--- src/ngga_pkg.sv ---
// Shared types, character codes and number helpers for the GGA sentence parser.
package ngga_pkg;

    localparam int MINUTE_FRACTION_DIGITS_DEF = 5;

    localparam logic [7:0] CH_TAB   = 8'd9;
    localparam logic [7:0] CH_LF    = 8'd10;
    localparam logic [7:0] CH_VT    = 8'd11;
    localparam logic [7:0] CH_FF    = 8'd12;
    localparam logic [7:0] CH_CR    = 8'd13;
    localparam logic [7:0] CH_SPACE = 8'h20;
    localparam logic [7:0] CH_DOLLAR = 8'h24;
    localparam logic [7:0] CH_STAR  = 8'h2A;
    localparam logic [7:0] CH_PLUS  = 8'h2B;
    localparam logic [7:0] CH_COMMA = 8'h2C;
    localparam logic [7:0] CH_MINUS = 8'h2D;
    localparam logic [7:0] CH_DOT   = 8'h2E;
    localparam logic [7:0] CH_0     = 8'h30;
    localparam logic [7:0] CH_9     = 8'h39;
    localparam logic [7:0] CH_UA    = 8'h41;
    localparam logic [7:0] CH_UF    = 8'h46;
    localparam logic [7:0] CH_UG    = 8'h47;
    localparam logic [7:0] CH_UN    = 8'h4E;
    localparam logic [7:0] CH_UP    = 8'h50;
    localparam logic [7:0] CH_US    = 8'h53;
    localparam logic [7:0] CH_UW    = 8'h57;
    localparam logic [7:0] CH_LA    = 8'h61;
    localparam logic [7:0] CH_LF_HEX = 8'h66;

    localparam logic [1:0] NUM_INT  = 2'd0;
    localparam logic [1:0] NUM_FRAC = 2'd1;
    localparam logic [1:0] NUM_STOP = 2'd2;

    localparam logic [33:0] RECIP60   = 34'((64'd1 << 38) / 60);
    localparam logic [23:0] DEG_SCALE = 24'd10_000_000;

    typedef enum logic [1:0] {
        ST_OK    = 2'd0,
        ST_FMT   = 2'd1,
        ST_NOFIX = 2'd2,
        ST_NOPOS = 2'd3
    } t_status;

    typedef enum logic [2:0] {
        PH_HEADER  = 3'b001,
        PH_BODY    = 3'b010,
        PH_DISCARD = 3'b100
    } t_phase;

    typedef struct packed {
        logic [31:0] val;
        logic [1:0]  ph;
        logic [2:0]  frac;
    } t_num;

    typedef struct packed {
        logic [9:0]  deg;
        logic [31:0] mins;
        logic        neg;
    } t_coord_in;

    typedef struct packed {
        t_status            status;
        logic [3:0]         quality;
        logic signed [27:0] alt;
        t_coord_in          lat;
        t_coord_in          lon;
    } t_snap;

    typedef struct packed {
        t_status            status;
        logic [3:0]         quality;
        logic signed [27:0] alt;
    } t_side;

    typedef struct packed {
        logic s2;
        logic s3;
        logic s4;
        logic s5;
    } t_stage_en;

    function automatic logic [19:0] pow10(input logic [2:0] n);
        logic [19:0] r;
        case (n)
            3'd0: r = 20'd1;
            3'd1: r = 20'd10;
            3'd2: r = 20'd100;
            3'd3: r = 20'd1000;
            3'd4: r = 20'd10000;
            3'd5: r = 20'd100000;
            3'd6: r = 20'd1000000;
            default: r = 20'd1;
        endcase
        return r;
    endfunction

    // Feeds one character into a decimal accumulator kept as value * 10^fd.
    function automatic t_num num_feed(input t_num n, input logic [7:0] c,
                                      input logic [2:0] fd, input logic [31:0] cap);
        t_num        r;
        logic [63:0] v;
        logic [3:0]  d;
        logic        upd;
        r   = n;
        v   = '0;
        d   = c[3:0];
        upd = 1'b0;
        if (n.ph != NUM_STOP) begin
            if (c inside {[CH_0:CH_9]}) begin
                if (n.ph == NUM_INT) begin
                    v   = 64'(n.val) * 64'd10 + 64'(d) * 64'(pow10(fd));
                    upd = 1'b1;
                end else if (n.frac < fd) begin
                    r.frac = n.frac + 3'd1;
                    v      = 64'(n.val) + 64'(d) * 64'(pow10(fd - r.frac));
                    upd    = 1'b1;
                end
            end else if (c == CH_DOT && n.ph == NUM_INT) begin
                r.ph = NUM_FRAC;
            end else begin
                r.ph = NUM_STOP;
            end
        end
        if (upd) begin
            r.val = (v > 64'(cap)) ? cap : v[31:0];
        end
        return r;
    endfunction

endpackage

--- src/ngga_parse.sv ---
// Byte-level sentence state: header match, checksum, field index and accumulators.
module ngga_parse import ngga_pkg::*; #(
    parameter int MINUTE_FRACTION_DIGITS = MINUTE_FRACTION_DIGITS_DEF
) (
    input  logic        i_clk,
    input  logic        i_rst_n,
    input  logic        i_valid,
    input  logic [7:0]  i_byte,
    output logic        o_line_end,
    output t_snap       o_snap
);

    localparam logic [2:0] MFD = 3'(MINUTE_FRACTION_DIGITS);
    localparam logic [4:0] FLD_LAT  = 5'd2;
    localparam logic [4:0] FLD_NS   = 5'd3;
    localparam logic [4:0] FLD_LON  = 5'd4;
    localparam logic [4:0] FLD_EW   = 5'd5;
    localparam logic [4:0] FLD_QUAL = 5'd6;
    localparam logic [4:0] FLD_ALT  = 5'd9;

    t_phase             r_phase, n_phase;
    logic [2:0]         r_hdr, n_hdr;
    logic [3:0]         r_len, n_len;
    logic [7:0]         r_rxor, n_rxor;
    logic [7:0]         r_xstar, n_xstar;
    logic               r_star, n_star;
    logic [7:0]         r_ckd, n_ckd;
    logic [1:0]         r_ckc, n_ckc;
    logic [4:0]         r_fidx, n_fidx;
    logic [3:0]         r_fcc, n_fcc;
    logic [9:0]         r_lat_deg [2], n_lat_deg [2], cl_lat_deg [2];
    logic [31:0]        r_lat_min [2], n_lat_min [2], cl_lat_min [2];
    logic [9:0]         r_lon_deg [2], n_lon_deg [2], cl_lon_deg [2];
    logic [31:0]        r_lon_min [2], n_lon_min [2], cl_lon_min [2];
    logic [15:0]        r_hemi, n_hemi;
    logic signed [27:0] r_alt, n_alt, cl_alt;
    logic [3:0]         r_qual, n_qual, cl_qual;
    logic [5:0]         r_flags, n_flags, cl_flags;
    t_num               r_cdeg [2], n_cdeg [2];
    t_num               r_cmin [2], n_cmin [2];
    t_num               r_cnum, n_cnum;
    logic               r_cneg, n_cneg;

    logic       is_blank;
    logic       hdr_ok;
    logic       hex_ok;
    logic [3:0] hex_val;
    logic       sum_ok;
    logic       clr;
    t_status    status;
    logic       lat_s, lon_s;
    logic [7:0] lat_dir, lon_dir;

    function automatic logic [7:0] hdr_char(input logic [2:0] pos);
        logic [7:0] r;
        case (pos)
            3'd0:    r = CH_DOLLAR;
            3'd1:    r = CH_UG;
            3'd2:    r = CH_UP;
            3'd3:    r = CH_UG;
            3'd4:    r = CH_UG;
            3'd5:    r = CH_UA;
            default: r = 8'd0;
        endcase
        return r;
    endfunction

    assign is_blank   = i_byte inside {CH_TAB, CH_VT, CH_FF, CH_CR, CH_SPACE};
    assign o_line_end = (i_byte == CH_LF) && (r_phase == PH_BODY);
    assign clr        = i_valid && (i_byte == CH_LF);

    always_comb begin
        hex_ok  = 1'b1;
        hex_val = i_byte[3:0];
        if (i_byte inside {[CH_0:CH_9]}) begin
            hex_val = i_byte[3:0];
        end else if (i_byte inside {[CH_UA:CH_UF], [CH_LA:CH_LF_HEX]}) begin
            hex_val = i_byte[3:0] + 4'd9;
        end else begin
            hex_ok = 1'b0;
        end
    end

    // Values the field registers take when the current field closes.
    always_comb begin
        for (int s = 0; s < 2; s++) begin
            cl_lat_deg[s] = r_lat_deg[s];
            cl_lat_min[s] = r_lat_min[s];
            cl_lon_deg[s] = r_lon_deg[s];
            cl_lon_min[s] = r_lon_min[s];
        end
        cl_flags = r_flags;
        cl_qual  = r_qual;
        cl_alt   = r_alt;
        case (r_fidx)
            FLD_LAT: begin
                for (int s = 0; s < 2; s++) begin
                    cl_lat_deg[s] = r_cdeg[s].val[9:0];
                    cl_lat_min[s] = r_cmin[s].val;
                end
                if (r_fcc != 4'd0) cl_flags[0] = 1'b1;
                if (r_fcc >= 4'd4) cl_flags[4] = 1'b1;
            end
            FLD_LON: begin
                for (int s = 0; s < 2; s++) begin
                    cl_lon_deg[s] = r_cdeg[s].val[9:0];
                    cl_lon_min[s] = r_cmin[s].val;
                end
                if (r_fcc != 4'd0) cl_flags[2] = 1'b1;
                if (r_fcc >= 4'd4) cl_flags[5] = 1'b1;
            end
            FLD_NS: begin
                if (r_fcc != 4'd0) cl_flags[1] = 1'b1;
            end
            FLD_EW: begin
                if (r_fcc != 4'd0) cl_flags[3] = 1'b1;
            end
            FLD_QUAL: begin
                cl_qual = r_cnum.val[3:0];
            end
            FLD_ALT: begin
                cl_alt = r_cneg ? -28'(r_cnum.val[26:0]) : 28'(r_cnum.val[26:0]);
            end
            default: begin
            end
        endcase
    end

    always_comb begin
        n_phase = r_phase;
        n_hdr   = r_hdr;
        n_len   = r_len;
        n_rxor  = r_rxor;
        n_xstar = r_xstar;
        n_star  = r_star;
        n_ckd   = r_ckd;
        n_ckc   = r_ckc;
        n_fidx  = r_fidx;
        n_fcc   = r_fcc;
        for (int s = 0; s < 2; s++) begin
            n_lat_deg[s] = r_lat_deg[s];
            n_lat_min[s] = r_lat_min[s];
            n_lon_deg[s] = r_lon_deg[s];
            n_lon_min[s] = r_lon_min[s];
            n_cdeg[s]    = r_cdeg[s];
            n_cmin[s]    = r_cmin[s];
        end
        n_hemi  = r_hemi;
        n_alt   = r_alt;
        n_qual  = r_qual;
        n_flags = r_flags;
        n_cnum  = r_cnum;
        n_cneg  = r_cneg;
        hdr_ok  = (r_hdr < 3'd6) &&
                  (i_byte == hdr_char(r_hdr) || (r_hdr == 3'd2 && i_byte == CH_UN));
        if (i_valid && !clr && !is_blank && r_phase != PH_DISCARD) begin
            if (r_len != 4'd15) n_len = r_len + 4'd1;
            if (r_phase == PH_HEADER) begin
                if (!hdr_ok) begin
                    n_phase = PH_DISCARD;
                end else begin
                    if (r_hdr != 3'd0) n_rxor = r_rxor ^ i_byte;
                    n_hdr = r_hdr + 3'd1;
                    if (r_hdr == 3'd5) begin
                        n_phase = PH_BODY;
                        n_fcc   = 4'd6;
                    end
                end
            end else begin
                if (i_byte == CH_STAR) begin
                    n_xstar = r_rxor;
                    n_star  = 1'b1;
                    n_ckd   = 8'd0;
                    n_ckc   = 2'd0;
                end else if (r_star) begin
                    if (!hex_ok || r_ckc >= 2'd2) begin
                        n_ckc = 2'd3;
                    end else begin
                        n_ckd = {r_ckd[3:0], hex_val};
                        n_ckc = r_ckc + 2'd1;
                    end
                end
                n_rxor = r_rxor ^ i_byte;
                if (i_byte == CH_COMMA) begin
                    for (int s = 0; s < 2; s++) begin
                        n_lat_deg[s] = cl_lat_deg[s];
                        n_lat_min[s] = cl_lat_min[s];
                        n_lon_deg[s] = cl_lon_deg[s];
                        n_lon_min[s] = cl_lon_min[s];
                        n_cdeg[s]    = '0;
                        n_cmin[s]    = '0;
                    end
                    n_flags = cl_flags;
                    n_qual  = cl_qual;
                    n_alt   = cl_alt;
                    n_cnum  = '0;
                    n_cneg  = 1'b0;
                    if (r_fidx != 5'd31) n_fidx = r_fidx + 5'd1;
                    n_fcc = 4'd0;
                end else begin
                    if (r_fidx == FLD_LAT || r_fidx == FLD_LON) begin
                        for (int s = 0; s < 2; s++) begin
                            if (r_fcc < 4'(s + 2)) begin
                                n_cdeg[s] = num_feed(r_cdeg[s], i_byte, 3'd0, 32'd999);
                            end else begin
                                n_cmin[s] = num_feed(r_cmin[s], i_byte, MFD, 32'hFFFF_FFFF);
                            end
                        end
                    end else if (r_fidx == FLD_NS && r_fcc == 4'd0) begin
                        n_hemi[7:0] = i_byte;
                    end else if (r_fidx == FLD_EW && r_fcc == 4'd0) begin
                        n_hemi[15:8] = i_byte;
                    end else if (r_fidx == FLD_QUAL) begin
                        n_cnum = num_feed(r_cnum, i_byte, 3'd0, 32'd15);
                    end else if (r_fidx == FLD_ALT) begin
                        if (r_fcc == 4'd0 && (i_byte == CH_MINUS || i_byte == CH_PLUS)) begin
                            n_cneg = (i_byte == CH_MINUS);
                        end else begin
                            n_cnum = num_feed(r_cnum, i_byte, 3'd2, 32'd100_000_000);
                        end
                    end
                    if (r_fcc != 4'd15) n_fcc = r_fcc + 4'd1;
                end
            end
        end
    end

    always_comb begin
        sum_ok = !r_star || (r_ckc == 2'd2 && r_ckd == r_xstar);
        if (r_len < 4'd10 || !sum_ok) begin
            status = ST_FMT;
        end else if (r_fidx < 5'd9 || cl_qual == 4'd0) begin
            status = ST_NOFIX;
        end else if (cl_flags[3:0] != 4'hF) begin
            status = ST_NOPOS;
        end else begin
            status = ST_OK;
        end
        lat_dir = r_hemi[7:0];
        lon_dir = r_hemi[15:8];
        lat_s   = !(lat_dir == CH_UN || lat_dir == CH_US);
        lon_s   = !(lon_dir == CH_UN || lon_dir == CH_US);
        o_snap.status  = status;
        o_snap.quality = cl_qual;
        o_snap.alt     = (status == ST_OK) ? cl_alt : 28'sd0;
        o_snap.lat.neg = (lat_dir == CH_US || lat_dir == CH_UW);
        o_snap.lon.neg = (lon_dir == CH_US || lon_dir == CH_UW);
        if (status == ST_OK && cl_flags[4]) begin
            o_snap.lat.deg  = cl_lat_deg[lat_s];
            o_snap.lat.mins = cl_lat_min[lat_s];
        end else begin
            o_snap.lat.deg  = 10'd0;
            o_snap.lat.mins = 32'd0;
        end
        if (status == ST_OK && cl_flags[5]) begin
            o_snap.lon.deg  = cl_lon_deg[lon_s];
            o_snap.lon.mins = cl_lon_min[lon_s];
        end else begin
            o_snap.lon.deg  = 10'd0;
            o_snap.lon.mins = 32'd0;
        end
    end

    always_ff @(posedge i_clk) begin
        if (!i_rst_n || clr) begin
            r_phase <= PH_HEADER;
            r_hdr   <= '0;
            r_len   <= '0;
            r_rxor  <= '0;
            r_xstar <= '0;
            r_star  <= 1'b0;
            r_ckd   <= '0;
            r_ckc   <= '0;
            r_fidx  <= '0;
            r_fcc   <= '0;
            for (int s = 0; s < 2; s++) begin
                r_lat_deg[s] <= '0;
                r_lat_min[s] <= '0;
                r_lon_deg[s] <= '0;
                r_lon_min[s] <= '0;
                r_cdeg[s]    <= '0;
                r_cmin[s]    <= '0;
            end
            r_hemi  <= '0;
            r_alt   <= '0;
            r_qual  <= '0;
            r_flags <= '0;
            r_cnum  <= '0;
            r_cneg  <= 1'b0;
        end else begin
            r_phase <= n_phase;
            r_hdr   <= n_hdr;
            r_len   <= n_len;
            r_rxor  <= n_rxor;
            r_xstar <= n_xstar;
            r_star  <= n_star;
            r_ckd   <= n_ckd;
            r_ckc   <= n_ckc;
            r_fidx  <= n_fidx;
            r_fcc   <= n_fcc;
            for (int s = 0; s < 2; s++) begin
                r_lat_deg[s] <= n_lat_deg[s];
                r_lat_min[s] <= n_lat_min[s];
                r_lon_deg[s] <= n_lon_deg[s];
                r_lon_min[s] <= n_lon_min[s];
                r_cdeg[s]    <= n_cdeg[s];
                r_cmin[s]    <= n_cmin[s];
            end
            r_hemi  <= n_hemi;
            r_alt   <= n_alt;
            r_qual  <= n_qual;
            r_flags <= n_flags;
            r_cnum  <= n_cnum;
            r_cneg  <= n_cneg;
        end
    end

    a_body_after_header: assert property (@(posedge i_clk) disable iff (!i_rst_n)
        r_phase == PH_BODY |-> r_hdr == 3'd6)
        else $error("body phase without a complete header");

    a_no_digits_before_star: assert property (@(posedge i_clk) disable iff (!i_rst_n)
        !r_star |-> (r_ckc == 2'd0 && r_ckd == 8'd0))
        else $error("checksum digits collected before a star");

    a_ck_overrun_needs_star: assert property (@(posedge i_clk) disable iff (!i_rst_n)
        r_ckc == 2'd3 |-> r_star)
        else $error("checksum overrun without a star");

endmodule

--- src/ngga_coord.sv ---
// Coordinate arithmetic: degrees and scaled minutes to signed 1e-7 degrees.
module ngga_coord import ngga_pkg::*; #(
    parameter int MINUTE_FRACTION_DIGITS = MINUTE_FRACTION_DIGITS_DEF
) (
    input  logic        i_clk,
    input  t_stage_en   i_en,
    input  t_coord_in   i_coord,
    output logic [31:0] o_value
);

    localparam int POW_SH = 10 ** (7 - MINUTE_FRACTION_DIGITS);

    logic [19:0] frac_tbl [64];

    for (genvar gi = 0; gi < 64; gi++) begin : g_tbl
        if (gi < 60) begin : g_used
            assign frac_tbl[gi] = 20'((gi * POW_SH) / 60);
        end else begin : g_unused
            assign frac_tbl[gi] = 20'd0;
        end
    end

    logic [26:0] r_a2;
    logic [33:0] r_degp2, r_degp3, r_degp4;
    logic [31:0] r_min2;
    logic        r_neg2, r_neg3, r_neg4;
    logic [26:0] r_a3;
    logic [5:0]  r_b3;
    logic [46:0] r_ap4;
    logic [19:0] r_t4;

    logic [66:0] prod;
    logic [31:0] b_wide;
    logic [6:0]  b_raw;
    logic [26:0] a_fix;
    logic [5:0]  b_fix;
    logic [47:0] mag_sum;
    logic [47:0] lim;
    logic [31:0] mag;

    assign prod = 67'(i_coord.mins) * 67'(RECIP60);

    always_comb begin
        b_wide = r_min2 - 32'(r_a2 * 27'd60);
        b_raw  = b_wide[6:0];
        if (b_raw >= 7'd60) begin
            a_fix = r_a2 + 27'd1;
            b_fix = 6'(b_raw - 7'd60);
        end else begin
            a_fix = r_a2;
            b_fix = b_raw[5:0];
        end
        mag_sum = 48'(r_degp4) + 48'(r_ap4) + 48'(r_t4);
        lim     = r_neg4 ? 48'h0000_8000_0000 : 48'h0000_7FFF_FFFF;
        mag     = (mag_sum > lim) ? lim[31:0] : mag_sum[31:0];
    end

    always_ff @(posedge i_clk) begin
        if (i_en.s2) begin
            r_a2    <= prod[64:38];
            r_degp2 <= 34'(i_coord.deg) * 34'(DEG_SCALE);
            r_min2  <= i_coord.mins;
            r_neg2  <= i_coord.neg;
        end
        if (i_en.s3) begin
            r_a3    <= a_fix;
            r_b3    <= b_fix;
            r_degp3 <= r_degp2;
            r_neg3  <= r_neg2;
        end
        if (i_en.s4) begin
            r_ap4   <= 47'(r_a3) * 47'(POW_SH);
            r_t4    <= frac_tbl[r_b3];
            r_degp4 <= r_degp3;
            r_neg4  <= r_neg3;
        end
        if (i_en.s5) begin
            o_value <= r_neg4 ? (32'd0 - mag) : mag;
        end
    end

endmodule

--- src/nmea_gga_position_parser.sv ---
// Top level of the NMEA GGA position parser with its result pipeline.
//
//  Channel  | Direction | Beat content
//  s_axis   | in        | tdata[7:0] one received character
//  m_axis   | out       | tdata: status, fix_quality, latitude, longitude, altitude
//
// One character is taken per cycle unless a line feed waits on a full pipeline.
// Each result passes an input register, the parser, then four arithmetic stages
// for the coordinate conversion (reciprocal multiply by 1/60, correction,
// scaling, saturating sum). Synchronous active-low reset clears the parser and
// all valid flags. A stall on the output only backs up the stages that are full.
module nmea_gga_position_parser import ngga_pkg::*; #(
    parameter int MINUTE_FRACTION_DIGITS = MINUTE_FRACTION_DIGITS_DEF
) (
    input  logic         i_clk,
    input  logic         i_rst_n,
    input  logic         s_axis_tvalid,
    output logic         s_axis_tready,
    input  logic [7:0]   s_axis_tdata,   // [7:0] rx_byte
    output logic         m_axis_tvalid,
    input  logic         m_axis_tready,
    output logic [103:0] m_axis_tdata    // status, fix_quality, latitude, longitude,
                                         // altitude, zero padding
);

    logic       r_in_v;
    logic [7:0] r_in_byte;
    logic       r_v1, r_v2, r_v3, r_v4, r_v5;
    t_snap      r_snap;
    t_side      r_side2, r_side3, r_side4, r_side5;

    logic      free_in, free1, free2, free3, free4, free5;
    logic      line_end;
    logic      parse_go;
    t_snap     snap;
    t_stage_en en;
    logic [31:0] lat_val, lon_val;

    assign free5    = !r_v5 || m_axis_tready;
    assign free4    = !r_v4 || free5;
    assign free3    = !r_v3 || free4;
    assign free2    = !r_v2 || free3;
    assign free1    = !r_v1 || free2;
    assign parse_go = !line_end || free1;
    assign free_in  = !r_in_v || parse_go;

    assign s_axis_tready = free_in;
    assign en = '{s2: free2, s3: free3, s4: free4, s5: free5};

    ngga_parse #(
        .MINUTE_FRACTION_DIGITS(MINUTE_FRACTION_DIGITS)
    ) u_parse (
        .i_clk      (i_clk),
        .i_rst_n    (i_rst_n),
        .i_valid    (r_in_v && parse_go),
        .i_byte     (r_in_byte),
        .o_line_end (line_end),
        .o_snap     (snap)
    );

    ngga_coord #(
        .MINUTE_FRACTION_DIGITS(MINUTE_FRACTION_DIGITS)
    ) u_lat (
        .i_clk   (i_clk),
        .i_en    (en),
        .i_coord (r_snap.lat),
        .o_value (lat_val)
    );

    ngga_coord #(
        .MINUTE_FRACTION_DIGITS(MINUTE_FRACTION_DIGITS)
    ) u_lon (
        .i_clk   (i_clk),
        .i_en    (en),
        .i_coord (r_snap.lon),
        .o_value (lon_val)
    );

    always_ff @(posedge i_clk) begin
        if (!i_rst_n) begin
            r_in_v <= 1'b0;
            r_v1   <= 1'b0;
            r_v2   <= 1'b0;
            r_v3   <= 1'b0;
            r_v4   <= 1'b0;
            r_v5   <= 1'b0;
        end else begin
            if (free_in) r_in_v <= s_axis_tvalid;
            if (free1)   r_v1   <= r_in_v && line_end;
            if (free2)   r_v2   <= r_v1;
            if (free3)   r_v3   <= r_v2;
            if (free4)   r_v4   <= r_v3;
            if (free5)   r_v5   <= r_v4;
        end
    end

    always_ff @(posedge i_clk) begin
        if (free_in) r_in_byte <= s_axis_tdata;
        if (free1)   r_snap    <= snap;
        if (free2)   r_side2   <= '{status: r_snap.status, quality: r_snap.quality,
                                    alt: r_snap.alt};
        if (free3)   r_side3   <= r_side2;
        if (free4)   r_side4   <= r_side3;
        if (free5)   r_side5   <= r_side4;
    end

    assign m_axis_tvalid = r_v5;
    assign m_axis_tdata  = {6'd0, r_side5.alt, lon_val, lat_val, r_side5.quality,
                            r_side5.status};

    a_zero_unless_ok: assert property (@(posedge i_clk) disable iff (!i_rst_n)
        (r_v5 && r_side5.status != ST_OK) |->
            (lat_val == 32'd0 && lon_val == 32'd0 && r_side5.alt == 28'sd0))
        else $error("position given with a failing status");

endmodule

--- config.mk ---
export PLATFORM = sky130hd
export DESIGN_NAME = nmea_gga_position_parser
export DESIGN_NICKNAME = d
export VERILOG_FILES = /design/src/ngga_pkg.sv /design/src/ngga_parse.sv /design/src/ngga_coord.sv /design/src/nmea_gga_position_parser.sv
export SDC_FILE = /design/constraint.sdc
export NUM_CORES = 2
export LEC_CHECK = 0
export ABC_AREA = 1
export BUFFER_PORTS_ARGS = -buffer_cell sky130_fd_sc_hd__buf_2
export CAP_MARGIN = 0
export CORE_MARGIN = 5
export CORE_UTILIZATION = 58
export DETAILED_ROUTE_END_ITERATION = 7
export PLACE_DENSITY = 0.75
export SKIP_CTS_REPAIR_TIMING = 1
export SLEW_MARGIN = 20
export SYNTH_ARGS = -nofsm -noshare
export SYNTH_HDL_FRONTEND = slang
export SYNTH_SLANG_ARGS = --single-unit
export TNS_END_PERCENT = 1
--- constraint.sdc ---
create_clock -name i_clk -period 22.6 [get_ports i_clk]
set_clock_uncertainty 0.15 [all_clocks]
set_input_delay 0 -clock i_clk [delete_from_list [all_inputs] [get_ports i_clk]]
set_output_delay 0 -clock i_clk [all_outputs]
set_load 0.005 [all_outputs]
## After elaboration in Yosys (flattened, before gate mapping)

Memory sizes are Yosys's and may differ from the RTL's. A register that Yosys moved wholly into a read port is not among the register bits.
Cells that the tools add are included.

- Bits in registers: 838
- Memory bits (writable): 316
- Memory bits (read-only): 2560
- Input port bits: 12
- Output and inout port bits: 106
- Logic and storage cells: 791
- Memories kept: 8

Memory list:

| memory | depth | width | rd ports | clocked after memory_dff | wr ports | line | RTL |
|---|---|---|---|---|---|---|---|
| (name not given) | 64 | 20 | 1 | 1 | 0 | ngga_coord.sv:73 | `r_t4 <= frac_tbl[r_b3];` |
| (name not given) | 64 | 20 | 1 | 1 | 0 | ngga_coord.sv:73 |  |
| u_parse.r_cdeg | 2 | 37 | 2 | 0 | 2 | ngga_parse.sv:39 | `t_num r_cdeg [2], n_cdeg [2];` |
| u_parse.r_cmin | 2 | 37 | 2 | 0 | 2 | ngga_parse.sv:40 | `t_num r_cmin [2], n_cmin [2];` |
| u_parse.r_lat_min | 2 | 32 | 2 | 0 | 2 | ngga_parse.sv:32 | `logic [31:0] r_lat_min [2], n_lat_min [2], cl_lat_min [2];` |
| u_parse.r_lon_min | 2 | 32 | 2 | 0 | 2 | ngga_parse.sv:34 | `logic [31:0] r_lon_min [2], n_lon_min [2], cl_lon_min [2];` |
| 2 more memories | - | - | - | - | - | - |  |

- Add/subtract/negate cells: 42
- $mul: 25
- Magnitude comparators: 31
- Equality and inequality tests: 93
- Multiplexer cells: 404
- Bitwise gates (word level): 21
- Reductions and logical operators: 96

Operator list:

| operator | number |
|---|---|
| two-way mux 64 bit | 68 |
| two-way mux 20 bit | 122 |
| two-way mux 32 bit | 28 |
| case mux 20 bit (6 select lines) | 6 |
| two-way mux 74 bit | 8 |
| two-way mux 37 bit | 15 |
| multiplier 4 x 20 -> 24 bit | 12 |
| adder 36 x 24 -> 37 bit | 6 |
| adder 32 x 24 -> 33 bit | 6 |
| multiplier 32 x 3 -> 35 bit (second input constant) | 5 |
| multiplier 32 x 33 -> 65 bit (second input constant) | 2 |
| greater-than comparator 64 x 10 -> 1 bit (second input constant) | 2 |
| greater-than comparator 64 x 32 -> 1 bit (second input constant) | 2 |
| two-way mux 10 bit | 10 |
| adder 48 x 20 -> 48 bit | 2 |
| greater-than comparator 48 bit | 2 |
| two-way mux 1 bit | 84 |
| adder 34 x 34 -> 35 bit | 2 |
| greater-than comparator 64 x 27 -> 1 bit (second input constant) | 1 |
| greater-than comparator 64 x 4 -> 1 bit (second input constant) | 1 |
| multiplier 27 x 5 -> 32 bit (second input constant) | 2 |
| subtractor 1 x 32 -> 32 bit (first input constant) | 2 |
| == test 3 bit (second input constant) | 20 |
| two-way mux 3 bit | 20 |
| 77 further kinds | 284 |

## Logic depth before layout (Yosys ltp)

- Word-level depth: 42
- Mapped depth: 46
- Depth with buffers taken out: 45

## Hierarchy

Synthesis repeated with hierarchy kept, for this count alone.

- Cells, all modules: 14896
- Area total of the unflattened synthesis: 112798.2 sq um

By module, submodules not included:

| module | times used | cells an instance | area an instance (sq um) | sequential area each (sq um) |
|---|---|---|---|---|
| ngga_parse | 1 | 8746 | 53332.4 | 8968.6 |
| ngga_coord (u_lat) | 1 | 2944 | 25757.2 | 6666.4 |
| ngga_coord (u_lon) | 1 | 2905 | 25478.2 | 6666.4 |
| nmea_gga_position_parser | 1 | 301 | 8230.4 | 8047.7 |

## Worst setup path after synthesis

OpenSTA, ideal clock, no wires.

- Path kind: register to register
- Start: register r_v5, in the netlist m_axis_tvalid
- End: register r_snap[0] in the netlist's numbering (enable)
- Setup time: 0.472 ns
- Arrival: 15.042 ns
- Required time: 21.978 ns
- Path slack: 6.936 ns
- Stages on the path, launching flop included: 12
- Path buffers: 0
- Clock period less this slack: 15.664 ns
- Cells stage by stage: dfxtp_1 -> inv_1 -> nor2_1 -> inv_1 -> nor2_1 -> inv_1 -> nor2_1 -> inv_1 -> nor2_1 -> inv_1 -> nor2_1 -> inv_1

- Word-level cells in the longest chain between the ends: 6

Ends and longest elaborated chain:

| item | line | RTL |
|---|---|---|
| start: declaration | nmea_gga_position_parser.sv:28 | `logic r_v1, r_v2, r_v3, r_v4, r_v5;` |
| start signal: assignment | nmea_gga_position_parser.sv:93 | `if (free5) r_v5 <= r_v4;` |
| logical NOT 1 bit | nmea_gga_position_parser.sv:39 | `assign free5 = !r_v5 \|\| m_axis_tready;` |
| logical OR 1 bit | nmea_gga_position_parser.sv:39 |  |
| via free5 | nmea_gga_position_parser.sv:32 | `logic free_in, free1, free2, free3, free4, free5;` |
| logical OR 1 bit | nmea_gga_position_parser.sv:40 | `assign free4 = !r_v4 \|\| free5;` |
| via free4 | nmea_gga_position_parser.sv:32 |  |
| logical OR 1 bit | nmea_gga_position_parser.sv:41 | `assign free3 = !r_v3 \|\| free4;` |
| via free3 | nmea_gga_position_parser.sv:32 |  |
| logical OR 1 bit | nmea_gga_position_parser.sv:42 | `assign free2 = !r_v2 \|\| free3;` |
| via free2 | nmea_gga_position_parser.sv:32 |  |
| logical OR 1 bit | nmea_gga_position_parser.sv:43 | `assign free1 = !r_v1 \|\| free2;` |
| via free1 | nmea_gga_position_parser.sv:32 |  |
| end signal: assignment | nmea_gga_position_parser.sv:99 | `if (free1) r_snap <= snap;` |
| end: declaration | nmea_gga_position_parser.sv:29 | `t_snap r_snap;` |

The timed path passes the listed nets, and every way through them passes these cells.
A chain may end at the register's enable or synchronous reset.

## Worst setup path in the final report

- Start: register u_lat.r_ap4[7]
- End: register u_lat.o_value[12], data pin

- Word-level cells in the longest chain between the ends: 6

Ends and longest elaborated chain:

| item | line | RTL |
|---|---|---|
| start: declaration | ngga_coord.sv:29 | `logic [46:0] r_ap4;` |
| start signal: assignment | ngga_coord.sv:72 | `r_ap4 <= 47'(r_a3) * 47'(POW_SH);` |
| adder 34 x 34 -> 35 bit | ngga_coord.sv:53 | `mag_sum = 48'(r_degp4) + 48'(r_ap4) + 48'(r_t4);` |
| adder 48 x 20 -> 48 bit | ngga_coord.sv:53 |  |
| greater-than comparator 48 bit | ngga_coord.sv:55 | `mag = (mag_sum > lim) ? lim[31:0] : mag_sum[31:0];` |
| two-way mux 32 bit | ngga_coord.sv:55 |  |
| via u_lat.mag[0] | ngga_coord.sv:39 | `logic [31:0] mag;` |
| subtractor 1 x 32 -> 32 bit | ngga_coord.sv:78 | `o_value <= r_neg4 ? (32'd0 - mag) : mag;` |
| two-way mux 32 bit | ngga_coord.sv:78 |  |
| end signal: assignment | ngga_coord.sv:78 |  |
| end: declaration | ngga_coord.sv:8 | `output logic [31:0] o_value` |

The timed path passes the listed nets, and every way through them passes these cells.

==> out/results.ini <==
[grt]
grt_max_degree=202
use_met3=0.04453
grt_use_met1=0.3836
grt_usage=0.2899
busiest_layer=met2
grt_pass1_vias=90630
grt_pass1_wl_um=469700
met2_usage=0.4860
antenna_found_initial=7
grt-ovfl-total=0

[timing]
fin_crit_ns=8.397
worst_pin_slew_ns=1.147
max_slew_margin=0.2353
finalCritPeriodShare=0.3716
finalSetupViolCount=0
setup_tns_ns=0
slew_violations=0
fmaxAchievable_ghz=0.1191
grt_setup_unrepaired=false
hold_viol_final=0
fin_hold_ws_ns=0.01609

[power_and_ir_drop]
peakVddDrop_uv=78.82
cellPowerDensity_nw_per_um2=39.17
leakage_nw=61.83
p_switching_mw=1.077
seqPwrFrac=0.482
switching_share=0.2333
pwr-share-comb=0.039
clkPwrFrac=0.478
finalPower_mw=4.617
internal_power_mw=3.540

[synth]
yosys_most_used_dff=edfxtp_1
ys_seq_area_frac=0.2754
synth_warnings=0
synth_edf_count=708
synth_area_per_cell_um2=7.752
syn_area_um2=110200
synth.ff_latch_count=1162
syn_inst=14220
synthArstFlopShare=0
yosysUniqueCellTypes=77

[floorplanning]
die-area_um2=198800
fp-row-count=160
num_io_pins=118
die_h_um=445.9
core_area_um2=189600
die_width_um=445.9
initial_utilization=0.5813

[clocking]
numClockSinks=1162
clkTransAtPathRegs_ns=0.06
cts_tree=done
clock_latency_ns=0.84
h-tree-depth=4
cts_buffers=134
root_buffer=clkbuf_16
clk_path_buf_depth=3

[worst_setup_path]
critPathKind=reg2reg
path_max_fanout=58
r2r_slack_ns=14.20
arrival_ns=8.81
rr_worst_depth=37
cp-end-kind=flop
cpMostUsedCell=nand2_1
required_ns=23.02
start_kind=flop
slowest_delay_ns=0.78
cp_slowest_cell=nand2_2

[finish]
ff_latch_area_um2=30350
multi_input_area_um2=70010
layout_commonest_cell=nand2_1
n_fill_cell=17020
syn_to_final_growth_pct=6.943
stdcell_count=16860
mostFrequentLayoutCells=nand2_1 (2715), inv_1 (2262), ha_1 (1493)
nets=16250
drive_gt1_frac=0.03715
final_util=0.6217

[route]
routedWlPerCell_um=17.31
via_count=94200
vias_per_cell=5.587
first_iter_violations=7280
wirelength_um=291900
ant_nets=0
dr.pass1.iters=6
drc=0

[placed_design]
io_buffers=111
dp.cells=16590
dp.final_hpwl_um=230400
gp_congestion=0.9730

[run]
max_cap_viol_count=0

[hold_path]
min_path_cells=4
hold_class=in2reg

[outcome]
status=finished, final reports clean

-- state kept, by name, summed over array words and instances (netlist names), 28 cells and up --
signal             count
r_side4               34
u_lat.o_value         32
u_parse.r_cnum        37
u_parse.r_cmin        74
r_side3               34
m_axis_tdata          34
u_parse.r_lon_min     64
u_lat.r_ap4           32
u_lon.r_ap4           32
r_side2               34
u_parse.r_alt         28
u_lon.o_value         32
r_snap               120
u_parse.r_lat_min     64
u_parse.r_cdeg        68
-- worst paths after layout --
kind / startpoint / to
worst max-delay path: u_lat.r_ap4[7] / u_lat.o_value[12]
worst min-delay path: i_rst_n / r_v1
worst max register to register: u_lat.r_ap4[7] / u_lat.o_value[12]
worst min register to register: u_lon.r_degp2[9] / u_lon.r_degp3[9]
-- kinds of logic after synthesis --
family                     Yosys count  synth area share
DFF                               1162            0.2754
adders and majority gates         2006            0.2627
other                                1        0.00003403
xor gates and xnor gates           476           0.03797
muxes                               55          0.005007
buffers and inverters             2615           0.09036
AOI/OAI and AO/OA                 2409            0.1193
and+or+nand+nor                   5493            0.2092
-- layout make-up --
cell class | count | share of cell area
clock buffers | 165 | 0.03022
diodes | 4 | 0.00008493
inverters | 2295 | 0.07333
well taps | 2511 | 0.02666
clock inverters | 81 | 0.007400
repair buffers | 198 | 0.01079
multi-input cells | 10450 | 0.5940
flip-flops and latches | 1162 | 0.2575
-- stage by stage --
| stage | setup slack (ns) | cell area [um^2] |
|---|---|---|
| finish | 14.20 | 117900 |
| global route | 13.31 | 117800 |
| CTS | 14.24 | 117600 |
| detailed placement | 14.29 | 113200 |
| global placement | 14.41 | 113200 |
| floorplan | 6.936 | 110200 |
-- cell usage after synthesis, types with 28 or more instances --
| library cell | instances | area, um^2 |
|---|---|---|
| a21oi_1 | 1154 | 5776 |
| o211ai_1 | 46 | 345.3 |
| a21o_1 | 38 | 285.3 |
| inv_1 | 2268 | 8513 |
| o21a_1 | 35 | 262.8 |
| xnor2_1 | 156 | 1366 |
| nand3_1 | 768 | 3844 |
| nor3_1 | 192 | 960.9 |
| xor2_1 | 318 | 2785 |
| nor2_1 | 1402 | 5263 |
| fa_1 | 513 | 10270 |
| or2_2 | 32 | 200.2 |
| ha_1 | 1493 | 18680 |
| nand2_1 | 2716 | 10190 |
| dfxtp_1 | 454 | 9089 |
| nor4_1 | 32 | 200.2 |
| edfxtp_1 | 708 | 21260 |
| buf_1 | 30 | 112.6 |
| clkbuf_1 | 243 | 912.1 |
| mux2i_1 | 54 | 540.5 |
| o21bai_1 | 30 | 225.2 |
| nand4_1 | 199 | 1245 |
| o21ai_0 | 803 | 4019 |
| a31oi_1 | 60 | 375.4 |
| a211oi_1 | 112 | 840.8 |
| nor2_2 | 28 | 175.2 |
| nand3b_1 | 41 | 307.8 |
-- worst max-delay path: cells and delay by family, from the launching register on --
family	cells	cell delay, ns
fa+ha+maj	4	1.21
flops	1	0.38
xor+xnor	1	0.33
buf+inv	2	0.48
simple gates	26	4.70
compound gates	4	0.91
-- metal layers --
metal	vias to the layer above	share of wire
li1	47150	-
met1	43790	0.43
met2	2711	0.47
met3	539	0.066
met4	4	0.036
met5	-	0.00017
-- power by group through the flow --
stage	registers (mW)	logic (mW)	clock network, mW
final	2.23	0.182	2.21
after floorplan	2.27	0.127	0
after detailed placement	2.27	0.174	0
after global routing	2.22	0.205	2.33
after CTS	2.23	0.176	2.24
after global placement	2.27	0.173	0
Power figures use the tool's default switching activity.
